$ cat src/rtl/core/ipc_pkg.sv
// Shared types, ink codes and register indexes for the ink pixel compositor.
package ipc_pkg;

    localparam int PIX_W = 24;
    localparam int CH_W  = 8;
    localparam int IDX_W = 3;

    localparam logic [PIX_W-1:0] COL_BLACK = 24'h000000;
    localparam logic [PIX_W-1:0] COL_WHITE = 24'hFFFFFF;

    // ink codes
    localparam logic [5:0] INK_COPY        = 6'd0;
    localparam logic [5:0] INK_TRANSP      = 6'd1;
    localparam logic [5:0] INK_REVERSE     = 6'd2;
    localparam logic [5:0] INK_GHOST       = 6'd3;
    localparam logic [5:0] INK_NOT_COPY    = 6'd4;
    localparam logic [5:0] INK_NOT_TRANSP  = 6'd5;
    localparam logic [5:0] INK_NOT_REVERSE = 6'd6;
    localparam logic [5:0] INK_NOT_GHOST   = 6'd7;
    localparam logic [5:0] INK_MATTE       = 6'd8;
    localparam logic [5:0] INK_MASK        = 6'd9;
    localparam logic [5:0] INK_BLEND       = 6'd32;
    localparam logic [5:0] INK_ADD_PIN     = 6'd33;
    localparam logic [5:0] INK_ADD         = 6'd34;
    localparam logic [5:0] INK_SUB_PIN     = 6'd35;
    localparam logic [5:0] INK_BG_TRANSP   = 6'd36;
    localparam logic [5:0] INK_LIGHTEN     = 6'd37;
    localparam logic [5:0] INK_SUB         = 6'd38;
    localparam logic [5:0] INK_DARKEN      = 6'd39;

    // configuration register indexes
    localparam logic [IDX_W-1:0] REG_INK_MODE    = 3'd0;
    localparam logic [IDX_W-1:0] REG_FORE_COLOR  = 3'd1;
    localparam logic [IDX_W-1:0] REG_BACK_COLOR  = 3'd2;
    localparam logic [IDX_W-1:0] REG_ONE_BIT     = 3'd3;
    localparam logic [IDX_W-1:0] REG_BLEND_ALPHA = 3'd4;
    localparam logic [IDX_W-1:0] REG_TEXT_SPRITE = 3'd5;

    typedef struct packed {
        logic [5:0]       ink_mode;
        logic [PIX_W-1:0] fore_color;
        logic [PIX_W-1:0] back_color;
        logic             one_bit_image;
        logic [CH_W-1:0]  blend_alpha;
        logic             text_sprite;
    } cfg_t;

endpackage

$ cat src/rtl/core/ink_pixel_compositor.sv
// Top level of the ink pixel compositor: config registers and pipeline control.
// A taken pixel passes the stage-1, stage-2 and output registers to out_pixel.
// Throughput: one pixel per clock; busy stays low, the pipeline never stalls.
// Stages: text remap, ink logic and blend products, divide by 255 and select.
// Reset: rst_n clears valid bits and restores register defaults (back white).
// The receiver cannot stall: each result shows for exactly one cycle.
module ink_pixel_compositor
    import ipc_pkg::*;
(
    input  logic             clk,
    input  logic             rst_n,
    input  logic             start,
    output logic             busy,
    input  logic [PIX_W-1:0] src_pixel,
    input  logic [PIX_W-1:0] dst_pixel,
    input  logic             wr_en,
    input  logic [IDX_W-1:0] wr_index,
    input  logic [PIX_W-1:0] wr_data,
    output logic             done,
    output logic [PIX_W-1:0] out_pixel
);

    cfg_t             cfg_reg;
    logic             v1_reg;
    logic             v2_reg;
    logic             v3_reg;
    logic [PIX_W-1:0] s1;
    logic [PIX_W-1:0] d1;
    logic [PIX_W-1:0] ink_q;
    logic [PIX_W-1:0] blend_q;
    logic [PIX_W-1:0] out_reg;
    logic [PIX_W-1:0] out_next;
    logic             in_xfer;

    // every cycle can take a new pixel
    assign busy    = 1'b0;
    assign in_xfer = start && !busy;

    // configuration registers; out-of-range index ignored
    always_ff @(posedge clk or negedge rst_n)
    begin
        if (!rst_n)
        begin
            cfg_reg.ink_mode      <= INK_COPY;
            cfg_reg.fore_color    <= COL_BLACK;
            cfg_reg.back_color    <= COL_WHITE;
            cfg_reg.one_bit_image <= 1'b0;
            cfg_reg.blend_alpha   <= '0;
            cfg_reg.text_sprite   <= 1'b0;
        end
        else if (wr_en)
        begin
            unique case (wr_index)
                REG_INK_MODE:    cfg_reg.ink_mode      <= wr_data[5:0];
                REG_FORE_COLOR:  cfg_reg.fore_color    <= wr_data;
                REG_BACK_COLOR:  cfg_reg.back_color    <= wr_data;
                REG_ONE_BIT:     cfg_reg.one_bit_image <= wr_data[0];
                REG_BLEND_ALPHA: cfg_reg.blend_alpha   <= wr_data[CH_W-1:0];
                REG_TEXT_SPRITE: cfg_reg.text_sprite   <= wr_data[0];
                default:         ;
            endcase
        end
    end

    // stage 1
    ipc_prep u_prep (
        .clk       (clk),
        .cfg       (cfg_reg),
        .src_pixel (src_pixel),
        .dst_pixel (dst_pixel),
        .s_reg     (s1),
        .d_reg     (d1)
    );

    // stage 2 ink result
    ipc_ink u_ink (
        .clk     (clk),
        .cfg     (cfg_reg),
        .s       (s1),
        .d       (d1),
        .ink_reg (ink_q)
    );

    // stage 2 products, stage 3 divide
    ipc_blend u_blend (
        .clk   (clk),
        .alpha (cfg_reg.blend_alpha),
        .s     (s1),
        .d     (d1),
        .blend (blend_q)
    );

    // nonzero alpha overrides the ink
    assign out_next = (cfg_reg.blend_alpha != '0) ? blend_q : ink_q;

    // valid bits travel alongside the payload
    always_ff @(posedge clk or negedge rst_n)
    begin
        if (!rst_n)
        begin
            v1_reg <= 1'b0;
            v2_reg <= 1'b0;
            v3_reg <= 1'b0;
        end
        else
        begin
            v1_reg <= in_xfer;
            v2_reg <= v1_reg;
            v3_reg <= v2_reg;
        end
    end

    always_ff @(posedge clk)
    begin
        out_reg <= out_next;
    end

    // one-cycle result transfer
    assign done      = v3_reg;
    assign out_pixel = out_reg;

endmodule

$ cat src/rtl/core/ipc_prep.sv
// Stage 1: text source remap, registers source and destination pixels.
module ipc_prep
    import ipc_pkg::*;
(
    input  logic             clk,
    input  cfg_t             cfg,
    input  logic [PIX_W-1:0] src_pixel,
    input  logic [PIX_W-1:0] dst_pixel,
    output logic [PIX_W-1:0] s_reg,
    output logic [PIX_W-1:0] d_reg
);

    logic [PIX_W-1:0] remap;
    logic [PIX_W-1:0] s_next;

    always_comb
    begin
        unique case (cfg.ink_mode)
            INK_MASK:        remap = (src_pixel == cfg.back_color) ? cfg.fore_color
                                                                   : 24'h0000FF;
            INK_REVERSE:     remap = (src_pixel == cfg.fore_color) ? COL_BLACK : COL_WHITE;
            INK_NOT_REVERSE: remap = (src_pixel == cfg.back_color) ? COL_WHITE : COL_BLACK;
            INK_NOT_GHOST:   remap = (src_pixel == cfg.back_color) ? COL_WHITE
                                                                   : cfg.back_color;
            INK_NOT_COPY:    remap = (src_pixel == cfg.fore_color) ? cfg.back_color
                                                                   : cfg.fore_color;
            INK_NOT_TRANSP:  remap = (src_pixel == cfg.fore_color) ? cfg.back_color
                                                                   : COL_WHITE;
            default:         remap = src_pixel;
        endcase
        s_next = cfg.text_sprite ? remap : src_pixel;
    end

    always_ff @(posedge clk)
    begin
        s_reg <= s_next;
        d_reg <= dst_pixel;
    end

endmodule

$ cat src/rtl/core/ipc_ink.sv
// Stage 2: ink mode logic, bitwise and per-channel arithmetic inks.
module ipc_ink
    import ipc_pkg::*;
(
    input  logic             clk,
    input  cfg_t             cfg,
    input  logic [PIX_W-1:0] s,
    input  logic [PIX_W-1:0] d,
    output logic [PIX_W-1:0] ink_reg
);

    logic             ac;
    logic             alt;
    logic [PIX_W-1:0] arith;
    logic [PIX_W-1:0] ink_next;

    // colorize flag
    always_comb
    begin
        unique case (cfg.ink_mode)
            INK_COPY, INK_NOT_COPY, INK_MATTE, INK_MASK, INK_TRANSP, INK_GHOST,
            INK_NOT_TRANSP, INK_NOT_GHOST, INK_BG_TRANSP:
                ac = !cfg.text_sprite &&
                     (cfg.fore_color != COL_BLACK || cfg.back_color != COL_WHITE);
            default:
                ac = 1'b0;
        endcase
        alt = cfg.one_bit_image || ac;
    end

    // per-channel arithmetic, channels independent
    always_comb
    begin
        logic [CH_W-1:0] a;
        logic [CH_W-1:0] b;
        logic [CH_W:0]   sum;
        arith = '0;
        for (int ch = 0; ch < 3; ch++)
        begin
            a   = s[ch*CH_W +: CH_W];
            b   = d[ch*CH_W +: CH_W];
            sum = {1'b0, a} + {1'b0, b};
            unique case (cfg.ink_mode)
                INK_ADD_PIN: arith[ch*CH_W +: CH_W] = sum[CH_W] ? 8'hFF : sum[CH_W-1:0];
                INK_ADD:     arith[ch*CH_W +: CH_W] = sum[CH_W-1:0];
                INK_SUB_PIN: arith[ch*CH_W +: CH_W] = (b > a) ? (b - a - 8'd1) : 8'd0;
                INK_LIGHTEN: arith[ch*CH_W +: CH_W] = (a > b) ? a : b;
                INK_SUB:     arith[ch*CH_W +: CH_W] = b - a;
                default:     arith[ch*CH_W +: CH_W] = (a < b) ? a : b;
            endcase
        end
    end

    always_comb
    begin
        unique case (cfg.ink_mode)
            INK_BG_TRANSP:
                if (cfg.one_bit_image)
                    ink_next = (s == COL_BLACK) ? cfg.fore_color : d;
                else
                    ink_next = (s == cfg.back_color) ? d : s;
            INK_COPY, INK_MATTE, INK_MASK, INK_BLEND:
                ink_next = ac ? ((s | cfg.fore_color) & (~s | cfg.back_color)) : s;
            INK_NOT_COPY:
                ink_next = ac ? ((~s | cfg.fore_color) & (s | cfg.back_color)) : ~s;
            INK_TRANSP:
                ink_next = alt ? ((s == COL_BLACK) ? cfg.fore_color : d) : (d | s);
            INK_NOT_TRANSP:
                ink_next = alt ? ((s == COL_WHITE) ? cfg.fore_color : d) : (d | ~s);
            INK_REVERSE:
                ink_next = d ^ s;
            INK_NOT_REVERSE:
                ink_next = d ^ ~s;
            INK_GHOST:
                ink_next = alt ? ((s == COL_BLACK) ? cfg.back_color : d) : (d & ~s);
            INK_NOT_GHOST:
                ink_next = alt ? ((s == COL_WHITE) ? cfg.back_color : d) : (d & s);
            INK_ADD_PIN, INK_ADD, INK_SUB_PIN, INK_LIGHTEN, INK_SUB, INK_DARKEN:
                ink_next = arith;
            default:
                ink_next = d;
        endcase
    end

    always_ff @(posedge clk)
    begin
        ink_reg <= ink_next;
    end

endmodule

$ cat src/rtl/core/ipc_blend.sv
// Stages 2-3: alpha lerp, registered products then divide by 255.
module ipc_blend
    import ipc_pkg::*;
(
    input  logic             clk,
    input  logic [CH_W-1:0]  alpha,
    input  logic [PIX_W-1:0] s,
    input  logic [PIX_W-1:0] d,
    output logic [PIX_W-1:0] blend
);

    logic [2*CH_W-1:0] ps_reg [3];
    logic [2*CH_W-1:0] pd_reg [3];
    logic [CH_W-1:0]   inv_alpha;

    assign inv_alpha = 8'hFF - alpha;

    always_ff @(posedge clk)
    begin
        for (int ch = 0; ch < 3; ch++)
        begin
            ps_reg[ch] <= s[ch*CH_W +: CH_W] * alpha;
            pd_reg[ch] <= d[ch*CH_W +: CH_W] * inv_alpha;
        end
    end

    // x / 255 for x <= 255*255: (x + 1 + (x >> 8)) >> 8
    always_comb
    begin
        logic [2*CH_W:0] x;
        logic [2*CH_W:0] q;
        blend = '0;
        for (int ch = 0; ch < 3; ch++)
        begin
            x = {1'b0, ps_reg[ch]} + {1'b0, pd_reg[ch]};
            q = x + 17'd1 + {8'd0, x[2*CH_W:CH_W]};
            blend[ch*CH_W +: CH_W] = q[2*CH_W-1:CH_W];
        end
    end

endmodule

$ cat config.mk
export PLATFORM = sky130hd
export DESIGN_NAME = ink_pixel_compositor
export DESIGN_NICKNAME = d
export VERILOG_FILES = /design/src/rtl/core/ipc_pkg.sv /design/src/rtl/core/ink_pixel_compositor.sv /design/src/rtl/core/ipc_prep.sv /design/src/rtl/core/ipc_ink.sv /design/src/rtl/core/ipc_blend.sv
export SDC_FILE = /design/constraint.sdc
export NUM_CORES = 2
export LEC_CHECK = 0
export BUFFER_PORTS_ARGS = -buffer_cell sky130_fd_sc_hd__buf_2
export CORE_ASPECT_RATIO = 1.75
export CORE_UTILIZATION = 65
export DETAILED_ROUTE_END_ITERATION = 8
export PLACE_DENSITY = 0.95
export SETUP_SLACK_MARGIN = 0.5
export SLEW_MARGIN = 25
export SYNTH_ARGS = -nofsm -noshare
export SYNTH_HDL_FRONTEND = slang
export SYNTH_HIERARCHICAL = 1
export SYNTH_SLANG_ARGS = --single-unit
$ cat constraint.sdc
create_clock -name clk -period 5.4 [get_ports clk]
set_input_delay 1.08 -clock clk [delete_from_list [all_inputs] [get_ports clk]]
set_output_delay 1.08 -clock clk [all_outputs]
set_load 0.05 [all_outputs]
==> results.txt <==
Antenna-violating nets left: 0
Worst Path Max Fanout: 37
Critical path endpoint category: flop
CP max stage delay: 0.55 ns
Reg-to-reg setup timing slack: 0.38 ns
Vias: 33100
Yosys warnings: 6
Max rail drop VDD: 0.000491 V
Critical Path End: u_blend/ps_reg[0][31]
Initial antenna violation count: 9
# rows: 109
Cts hold-fix bufs: 0
Initial DRC Count: 4124
CTS Buf Count: 28
Clock Skew: 0.0274 ns
Count of final setup violators: 0
Top cell by count, worst path: fa_1
First-pass DRT Iterations: 9
Non-Filler Instances: 4642
CP top delay family: adder cells
Remaining DRCs: 2
Max reg flops: 64
Worst hold path type: reg2reg
Rel. slew slack: 29.1%
Arrival time at the worst endpoint: 5.60 ns
CP required: 5.98 ns
Cells after Synth: 3897
Final core utilization: 71.1%
Layout cell share with drive strength beyond 1: 12.2%
Fin. max-slew vios: 0
Max-cap violation count: 0
Main flop type after synthesis: dfxtp_1
Reg2reg end: u_blend/ps_reg[0][31]
Vias in the first global route: 34000
Vias per inst: 7.14
Critical R2R Launch: cfg_reg[4]
Routed wire per std cell: 27.1 um
Max H-tree Level: 1
EDFF count, synth: 0
Fmax: 199 MHz
Syn avg cell area: 8.60 um2
Final min period: 5.02 ns
Critical Path Source: cfg_reg[4]
Synth top area share: 14.4%
Clk_lat worst skew: 0.67 ns
Initial Util: 66.1%
Sequential share of the synthesized area: 16.6%
Status: complete, but fails checks
Core area: 50700 um2
Final hold violations: 0
CTS tree: built
Syn Nets: 4588
R2R depth: 16
Die ar.: 52500 um2
DP HPWL: 88.5 mm
Most frequent cell after synthesis: inv_1
Worst-path clk slew: 0.07 ns
Startpoint Class: flop
Synthesis-stage register bit count: 259
Clk root buf: clkbuf_16
DIE HEIGHT: 302 um
Final WL: 126 mm
Clock sinks: 259
Fin Setup TNS: 0 ns
Area growth syn-to-layout: 7.63%
PortBufs: 103
CP Buf/Inv Count: 3
First-pass GRT wire length: 189 mm
Placer Congestion: 1.10
Power per cell area: 758 nW/um2
CP Depth: 16
Netlist Area Pre-Place: 33500 um2
Unique masters post-synth: 112
Final period util: 92.9%
Total GRT Usage: 47.2%
Total global routing overflow: 0
Async SR Flop Fraction: 25.9%
RSZ-0062 raised after global routing: no
Boundary Pins: 105
Slew @ Worst Pin: 1.06 ns
# nets final: 4642
Critical path class: reg2reg
Top cells by count, synth: 407 x inv_1, 387 x ha_1, 225 x fa_1, 205 x nor2_1, 202 x nand2_1
Critical-path cell list: buf_12 -> and2_1 -> fa_1 -> fa_1 -> inv_1 -> fa_1 -> fa_1 -> inv_1 -> ha_1 -> o21ai_0 -> a21boi_0 -> o21ai_0 -> a21oi_2 -> a41oi_2 -> a21oi_1 -> xnor2_1
Top cells by area, synth: ha_1 14%, fa_1 13%, dfxtp_1 11%
Largest net degree at the start of global routing: 68
Die X: 174 um
Static Leak: 16.3 nW
Inst Count DP: 4581
Failing checks: DRC
Leading area contributor after synthesis: ha_1
Slowest-stage cell, CP: fa_1
Max Root-Sink Buffers: 3
## cell families after synthesis
family          share of synthesized area [%]
compound gates                           18.3
xor+xnor                                 7.22
fa+ha+maj                                27.9
buf+inv                                  7.41
flops                                    16.6
mux                                      4.38
other cells                            0.0112
simple gates                             18.2
## area by class of cell
type / count / area [um2]
Multi-Input combinational cell: 3030 / 25600
Timing Repair Buffer: 223 / 1510
Clock buffer: 31 / 743
Antenna cell: 3 / 7.51
Clock inverter: 21 / 274
Sequential cell: 259 / 5570
Tap cell: 666 / 833
Fill cell: 3467 / 14700
Inverter: 409 / 1540
## worst reg2reg max path: stages (launching register included)
cell and delay (ns):
dfrtp_2 0.53, buf_12 0.23, and2_1 0.18, fa_1 0.42
fa_1 0.54, inv_1 0.05, fa_1 0.46, fa_1 0.56
inv_1 0.05, ha_1 0.33, o21ai_0 0.17, a21boi_0 0.36
o21ai_0 0.24, a21oi_2 0.28, a41oi_2 0.16, a21oi_1 0.22
xnor2_1 0.15
## layer usage
| layer | global-route usage (%) | routed length [um] |
|---|---|---|
| met3 | 15.5 | 14600 |
| met4 | 48.2 | 15500 |
| met2 | 76.6 | 56800 |
| met1 | 46.5 | 38800 |
| met5 | 0 | 42 |
## metrics by stage
stage	power [mW]	hold slack (ns)	setup slack, ns	instance area [um2]
global placement	22.0	0.345	0.726	34900
CTS	26.1	0.360	0.505	35900
finish	27.3	0.360	0.384	36100
floorplan	18.2	0.331	0.832	33500
global route	29.0	0.366	0.382	36100
detailed placement	23.4	0.336	0.454	34900
## power by group
group          total (mW)  switching [mW]  internal (mW)
sequential           3.67           0.810           2.86
combinational        21.4            12.6           8.83
clock                2.23           0.977           1.25
## layout by cell type, fill, tap and decap left out, types with 67 or more instances in the layout
cell,count
a21oi_1,148
a31oi_1,67
and2_1,170
buf_2,103
buf_4,111
dfxtp_1,184
fa_1,225
ha_1,387
inv_1,407
mux2_2,86
nand2_1,201
nand2b_1,71
nor2_1,202
nor2b_1,190
o21ai_0,153
xnor2_1,170
xor2_1,100
## timing repair
item / 4_1_cts / 5_1_grt
resized for setup: 5 / 27
pin swaps: 0 / 1
setup buffers: 0 / 4
setup endpoints to repair: 5 / 18
## worst min-delay path by stage
stage               startpoint  slack [ns]  depth (start not counted)      to
finish                  v2_reg        0.36                          0    done
global route            v2_reg        0.37                          0    done
CTS                     v2_reg        0.36                          0    done
detailed placement      v2_reg        0.34                          0    done
global placement        v1_reg        0.34                          0  v2_reg
floorplan               v2_reg        0.33                          0    done
(Power assumes the default switching activity.)
